<file path="config.mk">
export PLATFORM = sky130hd
export DESIGN_NAME = transport_connection_fsm_top_flat
export DESIGN_NICKNAME = d
export VERILOG_FILES = /design/src/rtl/tcf_pkg.sv /design/src/rtl/tcf_ifs.sv /design/src/rtl/tcf_step.sv /design/src/rtl/transport_connection_fsm_top.sv /design/src/flat_wrapper.sv
export VERILOG_INCLUDE_DIRS = /design/src /design/src/rtl
export SDC_FILE = /design/constraint.sdc
export NUM_CORES = 1
export LEC_CHECK = 0
export ABC_AREA = 1
export BUFFER_PORTS_ARGS = -buffer_cell sky130_fd_sc_hd__buf_2
export CAP_MARGIN = 20
export CORE_MARGIN = 1.5
export CORE_UTILIZATION = 30
export DETAILED_ROUTE_END_ITERATION = 16
export PLACE_DENSITY = 0.46
export SYNTH_ARGS = -nofsm -noshare
export SYNTH_HDL_FRONTEND = slang
export SYNTH_SLANG_ARGS = --single-unit
</file>
<file path="constraint.sdc">
create_clock -name clk -period 7.5 [get_ports clk]
set_clock_uncertainty 0.2 [all_clocks]
set_input_delay 0.375 -clock clk [delete_from_list [all_inputs] [get_ports clk]]
set_output_delay 0.375 -clock clk [all_outputs]
set_load 0.02 [all_outputs]
</file>
<file path="src/rtl/assert_macros.svh">
// Assertion macros used by the top-level RTL of the transport connection block.
`ifndef ASSERT_MACROS_SVH
`define ASSERT_MACROS_SVH

// Check a property at every rising clock edge outside reset.
`define ASSERT_ALWAYS(label, clk_s, rst_s, prop) \
  label: assert property (@(posedge clk_s) disable iff (rst_s) (prop)) \
    else $error("assertion failed: %m");

// Check that an antecedent implies a consequent in the next cycle.
`define ASSERT_NEXT(label, clk_s, rst_s, ante, cons) \
  label: assert property (@(posedge clk_s) disable iff (rst_s) (ante) |=> (cons)) \
    else $error("assertion failed: %m");

`endif

</file>
<file path="src/rtl/tcf_pkg.sv">
// Shared types, codes and widths of the transport connection state machine.
package tcf_pkg;

  localparam int TIME_W = 48;
  localparam int REG_W  = 24;
  localparam int FUNC_W = 3;
  localparam int TYPE_W = 8;
  localparam int LEN_W  = 16;
  localparam int CFG_IDX_W = 1;

  // Link states
  localparam logic [1:0] LINK_CONNECTED = 2'd0;
  localparam logic [1:0] LINK_AUTH      = 2'd1;
  localparam logic [1:0] LINK_DISC      = 2'd2;

  // Event codes
  localparam logic [2:0] FUNC_RECEIVE   = 3'd0;
  localparam logic [2:0] FUNC_TICK      = 3'd1;
  localparam logic [2:0] FUNC_APP_SEND  = 3'd2;
  localparam logic [2:0] FUNC_HANDSHAKE = 3'd3;
  localparam logic [2:0] FUNC_CLOSE     = 3'd4;

  // Received message types
  localparam logic [7:0] MSG_HANDSHAKE  = 8'd0;
  localparam logic [7:0] MSG_PING       = 8'd1;
  localparam logic [7:0] MSG_DATA       = 8'd2;
  localparam logic [7:0] MSG_DISCONNECT = 8'd3;

  // Sent message codes
  localparam logic [1:0] SEND_NONE      = 2'd0;
  localparam logic [1:0] SEND_HANDSHAKE = 2'd1;
  localparam logic [1:0] SEND_PING      = 2'd2;
  localparam logic [1:0] SEND_DATA      = 2'd3;

  // Disconnect causes
  localparam logic [2:0] CAUSE_NONE       = 3'd0;
  localparam logic [2:0] CAUSE_LOCAL      = 3'd1;
  localparam logic [2:0] CAUSE_UNEXPECTED = 3'd2;
  localparam logic [2:0] CAUSE_EMPTY_DATA = 3'd3;
  localparam logic [2:0] CAUSE_PEER       = 3'd4;
  localparam logic [2:0] CAUSE_TIMEOUT    = 3'd5;
  localparam logic [2:0] CAUSE_EMPTY_SEND = 3'd6;

  // Configuration register indexes
  localparam logic [CFG_IDX_W-1:0] CFG_TIMEOUT       = 1'd0;
  localparam logic [CFG_IDX_W-1:0] CFG_PING_INTERVAL = 1'd1;

  localparam logic [REG_W-1:0] TIMEOUT_RESET       = 24'd10000;
  localparam logic [REG_W-1:0] PING_INTERVAL_RESET = 24'd1000;

  typedef struct packed {
    logic [FUNC_W-1:0] func;
    logic [TIME_W-1:0] now_ms;
    logic [TYPE_W-1:0] msg_type;
    logic [LEN_W-1:0]  msg_length;
  } event_t;

  typedef struct packed {
    logic [1:0]        link;
    logic [TIME_W-1:0] last_rx;
    logic [TIME_W-1:0] last_ping;
  } link_ctx_t;

  typedef struct packed {
    logic [1:0] send_message;
    logic       send_disconnect;
    logic       deliver_data;
    logic       became_authenticated;
    logic       became_disconnected;
    logic [2:0] disconnect_cause;
    logic [1:0] conn_state;
  } result_t;

endpackage

</file>
<file path="src/rtl/tcf_ifs.sv">
// Request and result channel interfaces of the transport connection block.
interface tcf_req_if;
  logic                        valid;
  logic                        ready;
  logic [tcf_pkg::FUNC_W-1:0]  func;
  logic [tcf_pkg::TIME_W-1:0]  now_ms;
  logic [tcf_pkg::TYPE_W-1:0]  msg_type;
  logic [tcf_pkg::LEN_W-1:0]   msg_length;

  modport source (output valid, func, now_ms, msg_type, msg_length, input ready);
  modport sink (input valid, func, now_ms, msg_type, msg_length, output ready);
endinterface

interface tcf_res_if;
  logic       valid;
  logic       ready;
  logic [1:0] send_message;
  logic       send_disconnect;
  logic       deliver_data;
  logic       became_authenticated;
  logic       became_disconnected;
  logic [2:0] disconnect_cause;
  logic [1:0] conn_state;

  modport source (output valid, send_message, send_disconnect, deliver_data,
                  became_authenticated, became_disconnected, disconnect_cause,
                  conn_state, input ready);
  modport sink (input valid, send_message, send_disconnect, deliver_data,
                became_authenticated, became_disconnected, disconnect_cause,
                conn_state, output ready);
endinterface

</file>
<file path="src/rtl/tcf_step.sv">
// Next-state and result logic for one event of the connection state machine.
module tcf_step (
  input  tcf_pkg::event_t                ev,
  input  tcf_pkg::link_ctx_t             cur,
  input  logic [tcf_pkg::REG_W-1:0]      timeout_ms,
  input  logic [tcf_pkg::REG_W-1:0]      ping_interval_ms,
  output tcf_pkg::link_ctx_t             nxt,
  output tcf_pkg::result_t               res
);

  logic [tcf_pkg::TIME_W:0] rx_deadline;
  logic [tcf_pkg::TIME_W:0] ping_due;
  logic                     timed_out;
  logic                     ping_now;
  logic                     close_req;
  logic [2:0]               close_cause;

  // Full-width sums, no wrap
  assign rx_deadline = {1'b0, cur.last_rx}
                     + {{(tcf_pkg::TIME_W + 1 - tcf_pkg::REG_W){1'b0}}, timeout_ms};
  assign ping_due    = {1'b0, cur.last_ping}
                     + {{(tcf_pkg::TIME_W + 1 - tcf_pkg::REG_W){1'b0}}, ping_interval_ms};
  assign timed_out   = {1'b0, ev.now_ms} >= rx_deadline;
  assign ping_now    = {1'b0, ev.now_ms} >= ping_due;

  always_comb begin
    nxt         = cur;
    res         = '0;
    close_req   = 1'b0;
    close_cause = tcf_pkg::CAUSE_NONE;

    unique case (ev.func)
      tcf_pkg::FUNC_RECEIVE: begin
        if (cur.link == tcf_pkg::LINK_CONNECTED && ev.msg_length != '0) begin
          if (ev.msg_type == tcf_pkg::MSG_HANDSHAKE) begin
            nxt.link                 = tcf_pkg::LINK_AUTH;
            nxt.last_rx              = ev.now_ms;
            res.became_authenticated = 1'b1;
          end else if (ev.msg_type <= tcf_pkg::MSG_DISCONNECT) begin
            close_req   = 1'b1;
            close_cause = tcf_pkg::CAUSE_UNEXPECTED;
          end
        end else if (cur.link == tcf_pkg::LINK_AUTH && ev.msg_length != '0) begin
          unique case (ev.msg_type)
            tcf_pkg::MSG_HANDSHAKE: begin
              close_req   = 1'b1;
              close_cause = tcf_pkg::CAUSE_UNEXPECTED;
            end
            tcf_pkg::MSG_PING: nxt.last_rx = ev.now_ms;
            tcf_pkg::MSG_DATA: begin
              if (ev.msg_length > 16'd1) begin
                nxt.last_rx      = ev.now_ms;
                res.deliver_data = 1'b1;
              end else begin
                close_req   = 1'b1;
                close_cause = tcf_pkg::CAUSE_EMPTY_DATA;
              end
            end
            tcf_pkg::MSG_DISCONNECT: begin
              close_req   = 1'b1;
              close_cause = tcf_pkg::CAUSE_PEER;
            end
            default: ;
          endcase
        end
      end
      tcf_pkg::FUNC_TICK: begin
        if (cur.link == tcf_pkg::LINK_AUTH && ping_now) begin
          res.send_message = tcf_pkg::SEND_PING;
          nxt.last_ping    = ev.now_ms;
        end
        if (timed_out) begin
          close_req   = 1'b1;
          close_cause = tcf_pkg::CAUSE_TIMEOUT;
        end
      end
      tcf_pkg::FUNC_APP_SEND: begin
        if (ev.msg_length == '0) begin
          close_req   = 1'b1;
          close_cause = tcf_pkg::CAUSE_EMPTY_SEND;
        end else begin
          res.send_message = tcf_pkg::SEND_DATA;
        end
      end
      tcf_pkg::FUNC_HANDSHAKE: res.send_message = tcf_pkg::SEND_HANDSHAKE;
      tcf_pkg::FUNC_CLOSE: begin
        close_req   = 1'b1;
        close_cause = tcf_pkg::CAUSE_LOCAL;
      end
      default: ;
    endcase

    // Close at most once
    if (close_req && cur.link != tcf_pkg::LINK_DISC) begin
      nxt.link                = tcf_pkg::LINK_DISC;
      res.send_disconnect     = 1'b1;
      res.became_disconnected = 1'b1;
      res.disconnect_cause    = close_cause;
    end

    res.conn_state = nxt.link;
  end

endmodule

</file>
<file path="src/rtl/transport_connection_fsm_top.sv">
// A request is held in the input register, then its result is held in the result register.
// Throughput: one request per cycle unless the result stage is stalled; the link state updates
//   as each request leaves the input register, so the following request sees it with no bubble.
// Reset (rst, synchronous, active high): link connected, both timestamps zero,
//   timeout 10000 ms, ping interval 1000 ms, both pipeline stages empty.
// Configuration writes take effect on the following cycle.
`include "assert_macros.svh"

module transport_connection_fsm_top (
  input  logic                               clk,
  input  logic                               rst,
  input  logic                               cfg_wr_en,
  input  logic [tcf_pkg::CFG_IDX_W-1:0]      cfg_index,
  input  logic [tcf_pkg::REG_W-1:0]          cfg_data,
  tcf_req_if.sink                            req_ch,
  tcf_res_if.source                          res_ch
);

  // Configuration registers
  logic [tcf_pkg::REG_W-1:0] timeout_ms;
  logic [tcf_pkg::REG_W-1:0] ping_interval_ms;

  // Link context: state plus the two timestamps it compares against
  tcf_pkg::link_ctx_t ctx;
  tcf_pkg::link_ctx_t ctx_next;

  // Input stage holds one accepted request
  logic            ev_valid;
  tcf_pkg::event_t ev;

  // Result stage holds one finished result until the sink takes it
  logic             res_valid;
  tcf_pkg::result_t res;
  tcf_pkg::result_t res_next;

  logic res_free;
  logic advance;

  // The result stage frees up when empty or being drained this cycle
  assign res_free     = !res_valid || res_ch.ready;
  assign advance      = ev_valid && res_free;
  assign req_ch.ready = !ev_valid || advance;

  always_ff @(posedge clk) begin
    if (rst) begin
      timeout_ms       <= tcf_pkg::TIMEOUT_RESET;
      ping_interval_ms <= tcf_pkg::PING_INTERVAL_RESET;
    end else if (cfg_wr_en) begin
      unique case (cfg_index)
        tcf_pkg::CFG_TIMEOUT:       timeout_ms       <= cfg_data;
        tcf_pkg::CFG_PING_INTERVAL: ping_interval_ms <= cfg_data;
        default: ;
      endcase
    end
  end

  // Capture a new request whenever the input stage is empty or moving on
  always_ff @(posedge clk) begin
    if (rst) begin
      ev_valid <= 1'b0;
    end else if (req_ch.ready) begin
      ev_valid <= req_ch.valid;
    end
  end

  always_ff @(posedge clk) begin
    if (req_ch.ready && req_ch.valid) begin
      ev.func       <= req_ch.func;
      ev.now_ms     <= req_ch.now_ms;
      ev.msg_type   <= req_ch.msg_type;
      ev.msg_length <= req_ch.msg_length;
    end
  end

  tcf_step u_step (
    .ev               (ev),
    .cur              (ctx),
    .timeout_ms       (timeout_ms),
    .ping_interval_ms (ping_interval_ms),
    .nxt              (ctx_next),
    .res              (res_next)
  );

  // Commit the link context only when the request moves into the result stage
  always_ff @(posedge clk) begin
    if (rst) begin
      ctx.link      <= tcf_pkg::LINK_CONNECTED;
      ctx.last_rx   <= '0;
      ctx.last_ping <= '0;
    end else if (advance) begin
      ctx <= ctx_next;
    end
  end

  always_ff @(posedge clk) begin
    if (rst) begin
      res_valid <= 1'b0;
    end else if (res_free) begin
      res_valid <= ev_valid;
    end
  end

  always_ff @(posedge clk) begin
    if (advance) begin
      res <= res_next;
    end
  end

  assign res_ch.valid                = res_valid;
  assign res_ch.send_message         = res.send_message;
  assign res_ch.send_disconnect      = res.send_disconnect;
  assign res_ch.deliver_data         = res.deliver_data;
  assign res_ch.became_authenticated = res.became_authenticated;
  assign res_ch.became_disconnected  = res.became_disconnected;
  assign res_ch.disconnect_cause     = res.disconnect_cause;
  assign res_ch.conn_state           = res.conn_state;

  // Once closed, the link stays closed until reset
  `ASSERT_NEXT(a_disc_sticky, clk, rst,
               ctx.link == tcf_pkg::LINK_DISC, ctx.link == tcf_pkg::LINK_DISC)
  // A request waiting in the input stage is never dropped while the result stage is stalled
  `ASSERT_NEXT(a_ev_held, clk, rst, ev_valid && !res_free, ev_valid && $stable(ev))
  // A reported close always leaves the link disconnected
  `ASSERT_ALWAYS(a_close_state, clk, rst,
                 !(res_valid && res.became_disconnected) || res.conn_state == tcf_pkg::LINK_DISC)
  // A cause is only given with a close
  `ASSERT_ALWAYS(a_cause_close, clk, rst,
                 !res_valid || res.became_disconnected || res.disconnect_cause == tcf_pkg::CAUSE_NONE)

endmodule

</file>
<file path="src/flat_wrapper.sv">
// flat-port wrapper written by rule: the top's interface ports become plain ports
module transport_connection_fsm_top_flat 
  (clk, rst, cfg_wr_en, cfg_index, cfg_data, req_ch_valid, req_ch_func, req_ch_now_ms, req_ch_msg_type, req_ch_msg_length, req_ch_ready, res_ch_valid, res_ch_send_message, res_ch_send_disconnect, res_ch_deliver_data, res_ch_became_authenticated, res_ch_became_disconnected, res_ch_disconnect_cause, res_ch_conn_state, res_ch_ready);
  tcf_req_if req_ch_i ();
  tcf_res_if res_ch_i ();
  input  logic clk;
  input  logic rst;
  input  logic cfg_wr_en;
  input  logic [tcf_pkg::CFG_IDX_W-1:0] cfg_index;
  input  logic [tcf_pkg::REG_W-1:0] cfg_data;
  input wire logic [$bits(req_ch_i.valid)-1:0] req_ch_valid;
  input wire logic [$bits(req_ch_i.func)-1:0] req_ch_func;
  input wire logic [$bits(req_ch_i.now_ms)-1:0] req_ch_now_ms;
  input wire logic [$bits(req_ch_i.msg_type)-1:0] req_ch_msg_type;
  input wire logic [$bits(req_ch_i.msg_length)-1:0] req_ch_msg_length;
  output wire logic [$bits(req_ch_i.ready)-1:0] req_ch_ready;
  output wire logic [$bits(res_ch_i.valid)-1:0] res_ch_valid;
  output wire logic [$bits(res_ch_i.send_message)-1:0] res_ch_send_message;
  output wire logic [$bits(res_ch_i.send_disconnect)-1:0] res_ch_send_disconnect;
  output wire logic [$bits(res_ch_i.deliver_data)-1:0] res_ch_deliver_data;
  output wire logic [$bits(res_ch_i.became_authenticated)-1:0] res_ch_became_authenticated;
  output wire logic [$bits(res_ch_i.became_disconnected)-1:0] res_ch_became_disconnected;
  output wire logic [$bits(res_ch_i.disconnect_cause)-1:0] res_ch_disconnect_cause;
  output wire logic [$bits(res_ch_i.conn_state)-1:0] res_ch_conn_state;
  input wire logic [$bits(res_ch_i.ready)-1:0] res_ch_ready;
  assign req_ch_i.valid = req_ch_valid;
  assign req_ch_i.func = req_ch_func;
  assign req_ch_i.now_ms = req_ch_now_ms;
  assign req_ch_i.msg_type = req_ch_msg_type;
  assign req_ch_i.msg_length = req_ch_msg_length;
  assign req_ch_ready = req_ch_i.ready;
  assign res_ch_valid = res_ch_i.valid;
  assign res_ch_send_message = res_ch_i.send_message;
  assign res_ch_send_disconnect = res_ch_i.send_disconnect;
  assign res_ch_deliver_data = res_ch_i.deliver_data;
  assign res_ch_became_authenticated = res_ch_i.became_authenticated;
  assign res_ch_became_disconnected = res_ch_i.became_disconnected;
  assign res_ch_disconnect_cause = res_ch_i.disconnect_cause;
  assign res_ch_conn_state = res_ch_i.conn_state;
  assign res_ch_i.ready = res_ch_ready;
  transport_connection_fsm_top u_core (.clk(clk), .rst(rst), .cfg_wr_en(cfg_wr_en), .cfg_index(cfg_index), .cfg_data(cfg_data), .req_ch(req_ch_i), .res_ch(res_ch_i));
endmodule
</file>
==> results by group, run 1 <==
Setup path
  – Slowest CP cell: buf_4
  – Critical path class: reg -> reg
  – WP data arrival: 5340 ps
  – CP dominant cell by count: nand2_1
  – Reg2Reg Depth: 29
  – CP Data Required Time: 7760 ps
  – Worst stage delay on the critical path: 530 ps
  – Worst-path fanout max: 49
  – Crit path capture type: flip-flop
  – Critical Path Start Type: flip-flop

Clocking
  – CTS tree: yes
  – CTS Buf Count: 30
  – Post-CTS Hold Fix Bufs: 102
  – Post-CTS Setup Repair Bufs: 0
  – Clock Pin Slew Worst Setup and Hold Paths: 60 ps
  – Clock Tree Root: clkbuf_16
  – Sink Count: 233
  – H-tree levels: 1
  – Worst-Skew Late Latency: 590 ps
  – Max clock buf depth: 3
  – Count of cells resized by post-cts repair: 0

Synth
  – Syn avg cell area: 7.400 um2
  – Simple-Gate Fraction of Synth Area: 0.2719
  – Xor and xnor fraction of the mapped netlist area: 0.05141
  – Sequential fraction of the synthesis area: 0.3721
  – Multiplexer area fraction after synthesis: 0
  – Syn Nets: 2254
  – Synth Area in Adders: 0.1243
  – Synthesized cell area: 14820 um2
  – Synth warn: 0
  – Number of synthesized flops with an enable pin: 85
  – Yosys cell types: 45
  – Post-synthesis async set-or-reset flop share: 0
  – Compound-gate portion of the synthesized area: 0.09268
  – Post-synthesis cell count: 2003
  – Main synth FF type: dfxtp_1
  – Largest family of logic cells by synthesized area: simple AND/OR/NAND/NOR gates
  – Seq cells post-synth: 233

Timing
  – Fmax: 197.1 MHz
  – PnR worst setup slack: 2426 ps
  – Hold slack final: 179.8 ps
  – Final setup viols: 0
  – Max-slew violation count: 0
  – Minimum clock period after layout: 5074 ps
  – Setup TNS: 0 ps
  – Slew HR: 0.3305
  – Slew of the pin with the lowest slew margin: 1003 ps
  – Ratio of final minimum period to clock period: 0.6765
  – Final hold violation count: 0
  – Unrepaired setup endpoints after global routing: no

Final layout
  – Register Area: 5515 um2
  – Synthesis-to-finish area growth: 22.05%
  – Area of the multi-input gates: 8035 um2
  – Share of layout cells above drive strength 1: 0.1051
  – Nets: 2462
  – Count of filler cells inserted in the layout: 5269

Detailed routing
  – DRC: 0
  – DR vias: 13520
  – 1st-pass router iterations: 4
  – DRT antenna net count: 0
  – Drt wl/cell: 16.01 um
  – Starting DRT DRC Count: 663
  – Routed vias/inst: 4.661
  – Routed wire length: 46.43 mm

Pwr
  – PD cells: 177.3 nW/um2
  – Combinational power share: 0.115
  – Switching power: 844.1 uW
  – Sw frac: 0.2632
  – VDD IR-drop max: 0.1762 mV
  – Share of power burned in registers: 0.442
  – Clock power share: 0.443
  – Total Power: 3207 uW
  – Internal power: 2363 uW
  – P_leak: 0.008124 uW

Floorplan
  – Die ar.: 50750 um2
  – Row count: 81
  – Die Wd: 225.3 um
  – Initial Util: 0.3034
  – Core Footprint: 48850 um2
  – Die H: 225.3 um
  – Top Ports: 118

Global routing
  – GRT overflow: 0
  – Initial antenna violation count: 2
  – First-pass GRT wire length: 74.06 mm
  – Total track usage: 0.1854
  – Via count of the first global-routing pass: 13480
  – Largest net degree at the start of global routing: 79

Placement
  – GPL Wtd Cong: 0.8719
  – Pre-CTS setup slack: 2427 ps
  – Post-DP HPWL: 34.03 mm
  – Port Buffers: 117

Run
  – Number of max-cap violations: 0

Outcome
  – Status: complete, no violations

Worst hold path
  – Worst hold stages: 5
  – Hold Crit Class: in -> reg
## worst max-delay path: cells and delay by family, from the launching register on
| family | cells | cell delay [ps] |
|---|---|---|
| flops | 1 | 330 |
| simple gates | 24 | 2960 |
| xor+xnor | 1 | 180 |
| buf+inv | 1 | 530 |
| fa+ha+maj | 3 | 730 |
## cell usage after synthesis (all sizes together), types with 11 or more instances
cell type,n,area [um2]
dfxtp,148,2963
inv,272,1021
edfxtp,85,2552
nor4,18,143.9
nand2,426,1644
clkbuf,28,105.1
nand3,62,320.3
buf,26,166.4
nand4,70,437.9
nor3,33,170.2
xnor2,30,262.8
xor2,57,499.2
a31oi,11,68.82
ha,144,1802
nor2,335,1262
a21oi,103,526.8
o21ai,123,619.3
## routing by layer
layer	share of wire	routed length, um	track usage	vias up
met1	0.47	21680	0.2418	6265
met2	0.47	21800	0.3183	228
li1	-	-	-	6965
met4	0.025	1147	0.04785	0
met3	0.039	1803	0.02842	59
met5	0	0	0	-
## worst paths after layout
| path | end | slack [ps] | start |
|---|---|---|---|
| setup / recovery | u_core.ctx[9] | 2430 | u_core.ctx[0] |
| hold reg to reg | u_core.timeout_ms[9] | 270 | u_core.timeout_ms[9] |
| hold / removal | u_core.timeout_ms[9] | 180 | cfg_index |
| setup reg to reg | u_core.ctx[9] | 2430 | u_core.ctx[0] |
## through the flow
step	utilization	instances	instance area (um2)
4_1_cts	0.3697	2898	18060
6_report	0.3703	2900	18090
5_1_grt	0.3703	2900	18090
3_5_place_dp	0.3291	2740	16070
3_3_place_gp	0.3291	2740	16070
2_1_floorplan	-	2003	14820
## placed cells by master, fill, tap and decap left out, drive strengths merged, types with 5 or more instances in the layout
master	n
ha	144
o21ai	123
clkinv	12
nand3b	5
dlygate4sd3	102
nand3	62
clkbuf	43
nor4	18
dfxtp	148
a21oi	103
a31oi	11
nand2	426
buf	128
nand4	70
nor2	335
xnor2	30
edfxtp	85
inv	272
xor2	57
nor3	33
## power by group through the flow
stage | clock network, uW | logic, uW | registers (uW)
after detailed placement | 0 | 329 | 1440
final | 1420 | 369 | 1420
after CTS | 1470 | 372 | 1420
after floorplan | 0 | 217 | 1420
after global routing | 1520 | 422 | 1420
after global placement | 0 | 325 | 1440
## final cells by class
class	instances	area share
clock inverters	13	0.006916
clock buffers	43	0.04648
well taps	664	0.04592
repair buffers	230	0.09447
inverters	274	0.05706
multi-input cells	1442	0.4442
diodes	1	0.0001383
flip-flops and latches	233	0.3049
## state kept, by name, indices dropped and copies added, names as in the netlist
| register | cells |
|---|---|
| u_core.ctx | 98 |
| u_core.ev | 75 |
| u_core.ev_valid | 1 |
| u_core.ping_interval_ms | 24 |
| u_core.res_ch.became_authenticated | 1 |
| u_core.res_ch.conn_state | 2 |
| u_core.res_ch.deliver_data | 1 |
| u_core.res_ch.disconnect_cause | 3 |
| u_core.res_ch.send_disconnect | 1 |
| u_core.res_ch.send_message | 2 |
| u_core.res_ch.valid | 1 |
| u_core.timeout_ms | 24 |
## kinds of logic after synthesis
kind of cell / count (synthesis)
and+or+nand+nor: 951
buffers and inverters: 328
AOI/OAI and AO/OA: 258
DFF: 233
adders and majority gates: 146
xor gates and xnor gates: 87
Note: power is estimated with default switching activity, not from simulation.
==> run 2: changes to the inputs <==
==> constraint.sdc (replaced) <==
create_clock -name clk -period 5 [get_ports clk]
set_clock_uncertainty 0.2 [all_clocks]
set_input_delay 0.25 -clock clk [delete_from_list [all_inputs] [get_ports clk]]
set_output_delay 0.25 -clock clk [all_outputs]
set_load 0.02 [all_outputs]
==> run 2 against run 1 <==
Effect of this change:
- flip-flop and latch count stayed put
- sequential power up 49%
- routed wire length increased by 0.76%
==> results by group, run 2 (same netlist as run 1, synthesis figures left out) <==
Outcome
  – Status: complete, no violations (unchanged)

Setup path
  – CP Data Required Time: 5130 ps (was 7760 ps)
  – Worst stage delay on the critical path: 420 ps (was 530 ps)
  – CP dominant cell by count: nand2_1 (unchanged)
  – WP data arrival: 4630 ps (was 5340 ps)
  – Reg2Reg Depth: 28 (was 29)
  – Critical Path Start Type: flip-flop (unchanged)
  – Worst R2R Setup Slack: 500 ps (was 2430 ps)
  – Worst-path fanout max: 19 (was 49)
  – FF-to-FF Start: u_core.ctx[0] (unchanged)
  – Slowest CP cell: fa_1 (was buf_4)
  – Crit path capture type: flip-flop (unchanged)
  – Reg-to-reg endpoint: u_core.res_ch.send_message[1] (was u_core.ctx[9])
  – Critical path class: reg -> reg (unchanged)

Clocking
  – Clock Pin Slew Worst Setup and Hold Paths: 60 ps (about the same)
  – Clock Tree Root: clkbuf_16 (unchanged)
  – Max clock buf depth: 3 (unchanged)
  – CTS tree: yes (unchanged)
  – Worst-Skew Late Latency: 590 ps (about the same)
  – CTS Buf Count: 30 (unchanged)
  – H-tree levels: 1 (unchanged)
  – Post-CTS Setup Repair Bufs: 0 (unchanged)
  – Sink Count: 233 (unchanged)

Final layout
  – Cell Count, Final, Fillers Out: 2919 (was 2900)
  – Most flops, register: u_core.ctx (unchanged)
  – Max reg flops: 98 (unchanged)
  – Biggest regs: u_core.ctx x98, u_core.ev x75 (unchanged)
  – Nets: 2482 (was 2462)
  – Synthesis-to-finish area growth: 23.94% (was 22.05%)
  – Count of filler cells inserted in the layout: 5125 (was 5269)
  – Antenna cells: 0 (was 1)
  – Finished Core Util: 0.3761 (was 0.3703)
  – Commonest non-fill, non-tap cell in the layout: nand2_1 (unchanged)
  – Most frequent cells in the layout: nand2_1, nor2_1, inv_1, dfxtp_1, ha_1 (unchanged)
  – Register Area: 5515 um2 (unchanged)
  – Area of the multi-input gates: 8053 um2 (was 8035 um2)
  – Share of layout cells above drive strength 1: 0.1166 (was 0.1051)
  – Layout Cell Area excl Fill: 18370 um2 (was 18090 um2)

Timing
  – Minimum clock period after layout: 4501 ps (was 5074 ps)
  – Final setup viols: 0 (unchanged)
  – Fmax: 222.2 MHz (was 197.1 MHz)
  – Hold slack final: 62.75 ps (was 179.8 ps)
  – Slew HR: 0.3039 (was 0.3305)
  – Max-slew violation count: 0 (unchanged)
  – Slew of the pin with the lowest slew margin: 1044 ps (was 1003 ps)
  – Final hold violation count: 0 (unchanged)
  – Ratio of final minimum period to clock period: 0.9001 (was 0.6765)
  – Unrepaired setup endpoints after global routing: no (unchanged)
  – Setup TNS: 0 ps (unchanged)

Detailed routing
  – Starting DRT DRC Count: 638 (was 663)
  – Drt wl/cell: 16.03 um (was 16.01 um)
  – DR vias: 13520 (about the same)
  – Routed wire length: 46.78 mm (was 46.43 mm)
  – 1st-pass router iterations: 5 (was 4)
  – DRC: 0 (unchanged)
  – Routed vias/inst: 4.631 (was 4.661)
  – DRT antenna net count: 0 (unchanged)

Pwr
  – Share of power burned in registers: 0.423 (was 0.442)
  – Combinational power share: 0.112 (was 0.115)
  – Switching power: 1316 uW (was 844.1 uW)
  – P_leak: 0.008270 uW (was 0.008124 uW)
  – Clock power share: 0.465 (was 0.443)
  – Sw frac: 0.2622 (was 0.2632)
  – PD cells: 273.2 nW/um2 (was 177.3 nW/um2)
  – Internal power: 3702 uW (was 2363 uW)
  – VDD IR-drop max: 0.2680 mV (was 0.1762 mV)

Floorplan
  – Row count: 81 (unchanged)
  – Die H: 225.3 um (unchanged)
  – Initial Util: 0.3034 (unchanged)
  – Die Wd: 225.3 um (unchanged)
  – Core Footprint: 48850 um2 (unchanged)
  – Die ar.: 50750 um2 (unchanged)
  – Top Ports: 118 (unchanged)

Global routing
  – Total track usage: 0.1853 (was 0.1854)
  – Initial antenna violation count: 0 (was 2)
  – Largest net degree at the start of global routing: 103 (was 79)
  – GRT overflow: 0 (unchanged)
  – Via count of the first global-routing pass: 13600 (was 13480)
  – First-pass GRT wire length: 73.84 mm (was 74.06 mm)

Worst hold path
  – Worst hold stages: 5 (unchanged)
  – Hold Path End: u_core.timeout_ms[8] (was u_core.timeout_ms[9])
  – Hold Crit Class: in -> reg (unchanged)
  – Worst Min Path Start: cfg_index (unchanged)

Placement
  – Post-Place Cell Area: 16230 um2 (was 16070 um2)
  – Port Buffers: 117 (unchanged)
  – Post-DP HPWL: 34.32 mm (was 34.03 mm)
  – GPL Wtd Cong: 0.8659 (was 0.8719)
  – Cells after DPL: 2758 (was 2740)

Run
  – Number of max-cap violations: 0 (unchanged)
[run 2: cell types whose count changed in the layout (fill, tap and decap cells not counted), moves of 2 or more]
cell           change
buf_4             +15
clkbuf_1           -6
clkinvlp_4         +4
buf_12             +2
bufinv_16          +3
dlygate4sd3_1      +2
[run 2: cell type report]
class                           count  share of cell area
Multi-Input combinational cell   1442              0.4383
Sequential cell                   233              0.3002
Timing Repair Buffer              250              0.1024
Inverter                          274             0.05619
Tap cell                          664             0.04522
Clock buffer                       37             0.04454
Clock inverter                     19             0.01314
[run 2: power by group through the flow]
stage          logic, uW  clock network [uW]  registers, uW
2_1_floorplan        325                   0           2130
3_3_place_gp         491                   0           2170
3_5_place_dp         498                   0           2170
4_1_cts              565                2400           2130
5_1_grt              642                2460           2130
6_report             561                2330           2120
[run 2: worst max-delay path, delay by kind of cell, from the launching register on]
| kind | cells | cell delay (ps) |
|---|---|---|
| AND/OR/NAND/NOR | 18 | 1470 |
| AO/OA/AOI/OAI | 5 | 970 |
| adder cells (fa/ha/maj) | 3 | 900 |
| flip-flops | 1 | 310 |
| buffers and inverters | 1 | 220 |
| XOR/XNOR | 1 | 160 |
[run 2: how the worst max path moves through the flow]
stage	start	to	slack (ps)	depth (start not counted)
2_1_floorplan	u_core.ctx[0]	u_core.ctx[12]	1190	31
3_3_place_gp	u_core.ctx[2]	u_core.ctx[37]	270	25
3_5_place_dp	u_core.ctx[2]	u_core.ctx[37]	290	25
4_1_cts	u_core.ctx[2]	u_core.ctx[37]	260	25
5_1_grt	u_core.ctx[0]	u_core.res_ch.send_message[1]	20	28
6_report	u_core.ctx[0]	u_core.res_ch.send_message[1]	500	28
[run 2: through the flow]
stage / setup slack, ps / power, uW
finish: 499.3 / 5018
global route: 17.49 / 5237
CTS: 257.3 / 5088
detailed placement: 292.1 / 2664
global placement: 274.2 / 2659
floorplan: 1190 / 2455
[run 2: repair_timing]
action / in CTS / in global routing
endpoints found under the setup margin: 0 / 49
hold buffers: 104 / 0
resized for setup: 0 / 5
hold endpoints to repair: 126 / 0
[run 2: routing by layer]
layer | vias up | GRT usage | wire length (um)
met5 | - | 0 | 0
met2 | 252 | 0.3203 | 21780
met3 | 61 | 0.02516 | 1659
met1 | 6213 | 0.2420 | 22160
li1 | 6993 | - | -
met4 | 0 | 0.04720 | 1185
==> run 3: changes to the inputs <==
--- a/config.mk
+++ b/config.mk
@@ -6,13 +6,12 @@
 export SDC_FILE = /design/constraint.sdc
 export NUM_CORES = 1
 export LEC_CHECK = 0
-export ABC_AREA = 1
 export BUFFER_PORTS_ARGS = -buffer_cell sky130_fd_sc_hd__buf_2
 export CAP_MARGIN = 20
 export CORE_MARGIN = 1.5
 export CORE_UTILIZATION = 30
 export DETAILED_ROUTE_END_ITERATION = 16
-export PLACE_DENSITY = 0.46
+export PLACE_DENSITY = 0.43
 export SYNTH_ARGS = -nofsm -noshare
 export SYNTH_HDL_FRONTEND = slang
 export SYNTH_SLANG_ARGS = --single-unit
==> run 3 against run 2 <==
Effect of this change:
- sequential power hardly changed
- power is 3.8% lower
- clock-buffer cell count is 4 higher
- critical endpoint is now u_core.ctx[38]
- critical path depth is 3 lower
- core utilization is 4.4 points higher
- highest routed layer unchanged
==> results by group, run 3 <==
Global routing
  – Initial antenna violation count: 0 (unchanged)
  – Total track usage: 0.1818 (was 0.1853)
  – Largest net degree at the start of global routing: 76 (was 103)
  – First-pass GRT wire length: 64.29 mm (was 73.84 mm)
  – GRT overflow: 0 (unchanged)
  – Via count of the first global-routing pass: 11650 (was 13600)

Worst hold path
  – Hold Crit Class: in -> reg (unchanged)
  – Worst hold stages: 4 (was 5)
  – Worst Min Path Start: cfg_wr_en (was cfg_index)
  – Hold Path End: u_core.timeout_ms[0] (was u_core.timeout_ms[8])

Final layout
  – Max reg flops: 98 (unchanged)
  – Count of filler cells inserted in the layout: 4413 (was 5125)
  – Most flops, register: u_core.ctx (unchanged)
  – Antenna cells: 0 (unchanged)
  – Layout Cell Area excl Fill: 18200 um2 (was 18370 um2)
  – Cell Count, Final, Fillers Out: 2400 (was 2919)
  – Most frequent cells in the layout: nand2_1, a21oi_1, dfxtp_1, ha_1, buf_4 (was nand2_1, nor2_1, inv_1, dfxtp_1, ha_1)
  – Biggest regs: u_core.ctx x98, u_core.ev x75 (unchanged)
  – Commonest non-fill, non-tap cell in the layout: nand2_1 (unchanged)
  – Synthesis-to-finish area growth: 37.24% (was 23.94%)
  – Share of layout cells above drive strength 1: 0.2044 (was 0.1166)
  – Nets: 2042 (was 2482)

Timing
  – Unrepaired setup endpoints after global routing: yes (was no)
  – Minimum clock period after layout: 4966 ps (was 4501 ps)
  – Max-slew violation count: 0 (unchanged)
  – Fmax: 201.4 MHz (was 222.2 MHz)
  – Final hold violation count: 0 (unchanged)
  – Slew HR: 0.3292 (was 0.3039)
  – Ratio of final minimum period to clock period: 0.9932 (was 0.9001)
  – PnR worst setup slack: 34.13 ps (was 499.3 ps)
  – Slew of the pin with the lowest slew margin: 1003 ps (was 1044 ps)
  – Final setup viols: 0 (unchanged)

Synth
  – Synth warn: 0 (unchanged)
  – Post-synthesis async set-or-reset flop share: 0 (unchanged)
  – Syn Nets: 1699 (was 2254)
  – Yosys cell types: 61 (was 45)
  – Most numerous cell in the Yosys netlist: nand2_1 (unchanged)
  – Synthesized cell area: 13260 um2 (was 14820 um2)
  – Number of synthesized flops with an enable pin: 85 (unchanged)
  – Top cell type by total area after synthesis: dfxtp_1 (unchanged)
  – Sequential fraction of the synthesis area: 0.4160 (was 0.3721)
  – Post-synthesis cell count: 1448 (was 2003)
  – Commonest cells in the netlist: nand2_1, a21oi_1, dfxtp_1 (was nand2_1, nor2_1, inv_1)
  – Main synth FF type: dfxtp_1 (unchanged)
  – Seq cells post-synth: 233 (unchanged)
  – Top cells by area, synth: dfxtp_1, edfxtp_1, ha_1 (unchanged)
  – Area fraction of the dominant cell type after synthesis: 0.2235 (was 0.1999)
  – Syn avg cell area: 9.157 um2 (was 7.400 um2)

Placement
  – Post-Place Cell Area: 15300 um2 (was 16230 um2)
  – Post-DP HPWL: 29.73 mm (was 34.32 mm)
  – Cells after DPL: 2212 (was 2758)
  – GPL Wtd Cong: 0.8086 (was 0.8659)
  – Port Buffers: 117 (unchanged)
  – Pre-CTS setup slack: -804.8 ps (was 292.1 ps)

Floorplan
  – Die ar.: 45470 um2 (was 50750 um2)
  – Initial Util: 0.3058 (was 0.3034)
  – Die H: 213.2 um (was 225.3 um)
  – Row count: 76 (was 81)
  – Die Wd: 213.2 um (was 225.3 um)
  – Core Footprint: 43360 um2 (was 48850 um2)
  – Top Ports: 118 (unchanged)

Setup path
  – CP delay by family, top: compound AO/OA/AOI/OAI gates (was simple AND/OR/NAND/NOR gates)
  – Worst stage delay on the critical path: 410 ps (was 420 ps)
  – Reg2Reg Depth: 25 (was 28)
  – CP dominant cell by count: nand2_1 (unchanged)
  – WP data arrival: 5200 ps (was 4630 ps)
  – Crit path capture type: flip-flop (unchanged)
  – Critical path class: reg -> reg (unchanged)
  – Slowest CP cell: a2111oi_4 (was fa_1)
  – CP Data Required Time: 5240 ps (was 5130 ps)
  – Reg-to-reg endpoint: u_core.ctx[38] (was u_core.res_ch.send_message[1])
  – Worst-path fanout max: 10 (was 19)
  – FF-to-FF Start: u_core.ctx[2] (was u_core.ctx[0])
  – Critical Path Start Type: flip-flop (unchanged)
  – CP Buf/Inv Count: 5 (was 1)
  – Worst R2R Setup Slack: 30 ps (was 500 ps)

Detailed routing
  – Routed vias/inst: 4.806 (was 4.631)
  – DRT antenna net count: 0 (unchanged)
  – Starting DRT DRC Count: 480 (was 638)
  – Drt wl/cell: 17.34 um (was 16.03 um)
  – DR vias: 11530 (was 13520)
  – Routed wire length: 41.61 mm (was 46.78 mm)
  – 1st-pass router iterations: 5 (unchanged)
  – DRC: 0 (unchanged)

Clocking
  – CTS tree: yes (unchanged)
  – Sink Count: 233 (unchanged)
  – Clock Tree Root: clkbuf_16 (unchanged)
  – H-tree levels: 1 (unchanged)
  – CTS Buf Count: 30 (unchanged)
  – Worst-Skew Late Latency: 590 ps (about the same)
  – Max clock buf depth: 3 (unchanged)
  – Clock Pin Slew Worst Setup and Hold Paths: 60 ps (about the same)

Pwr
  – VDD IR-drop max: 0.2800 mV (was 0.2680 mV)
  – P_leak: 0.007211 uW (was 0.008270 uW)
  – PD cells: 265.4 nW/um2 (was 273.2 nW/um2)

Run
  – Number of max-cap violations: 0 (unchanged)

Outcome
  – Status: complete, no violations (unchanged)
-- run 3: cell types whose count changed after synthesis, sizes merged, moves of 24 or more --
| cell | previous run | this run |
|---|---|---|
| nand4 | 70 | 35 |
| nor2 | 335 | 102 |
| mux2i | 0 | 49 |
| nor3 | 33 | 9 |
| inv | 272 | 19 |
| o21ai | 123 | 44 |
| a21o | 4 | 32 |
| a21oi | 103 | 162 |
| nand2 | 426 | 267 |
-- run 3: through the flow --
stage	setup TNS (ps)	util	hold WS, ps	total power (uW)
after floorplan	0	-	148.9	2333
after global placement	-39730	0.3518	226.9	2527
after detailed placement	-38700	0.3529	228.1	2533
after CTS	-1499	0.4110	4.572	4904
after global routing	-8423	0.4196	34.47	5040
final	0	0.4196	41.21	4829
-- run 3: worst max path at each step --
stage                          startpoint              to  slack [ps]  depth (start not counted)
3_5_place_dp   u_core.ping_interval_ms[0]  u_core.ctx[21]        -800                         22
3_3_place_gp   u_core.ping_interval_ms[0]  u_core.ctx[11]        -830                         22
6_report                    u_core.ctx[2]  u_core.ctx[38]          30                         25
4_1_cts        u_core.ping_interval_ms[0]  u_core.ctx[38]         -70                         24
2_1_floorplan               u_core.ctx[0]  u_core.ctx[10]         280                         22
5_1_grt        u_core.ping_interval_ms[0]  u_core.ctx[38]        -250                         24
-- run 3: what timing repair did --
action / 4_1_cts / 5_1_grt
endpoints found under the hold margin: 146 / 0
setup endpoints to repair: 57 / 57
cloned: 4 / 2
pin swaps: 23 / 52
gates resized for setup: 41 / 63
buffers inserted: 10 / 7
hold buffers: 111 / 0
-- run 3: cell type report --
class	instances	area, um2	share of cell area
Timing Repair Buffer	362	2910	0.1599
Clock inverter	15	210.2	0.01155
Tap cell	585	732.0	0.04023
Inverter	19	71.32	0.003919
Multi-Input combinational cell	1145	7928	0.4357
Clock buffer	41	822.0	0.04518
Sequential cell	233	5523	0.3035
-- run 3: tightest hold or removal path, cell delays in order --
cell,delay (ps)
buf_2,110
nor2b_4,230
nand2_1,110
a21oi_1,50
-- run 3: cells by family after synthesis --
group                      after synthesis  synth area share
adders and majority gates              146            0.1389
xor gates and xnor gates                89           0.05879
DFF                                    233            0.4160
buffers and inverters                   70           0.02189
AOI/OAI and AO/OA                      326            0.1487
and+or+nand+nor                        535            0.1787
muxes                                   49           0.03699
-- run 3: layer usage --
layer,vias to the layer above,track usage,part of all wire
met3,40,0.02353,0.028
met1,5470,0.2374,0.47
met5,-,0,0
li1,5890,-,-
met2,134,0.3206,0.49
met4,0,0.03618,0.017
-- run 3: power by group --
group          internal (uW)  leakage [uW]  switching, uW  total, uW
combinational            233       0.00469            247        480
clock                   1360      0.000497            889       2250
sequential              2030       0.00203           62.7       2100
total                   3630       0.00721           1200       4830
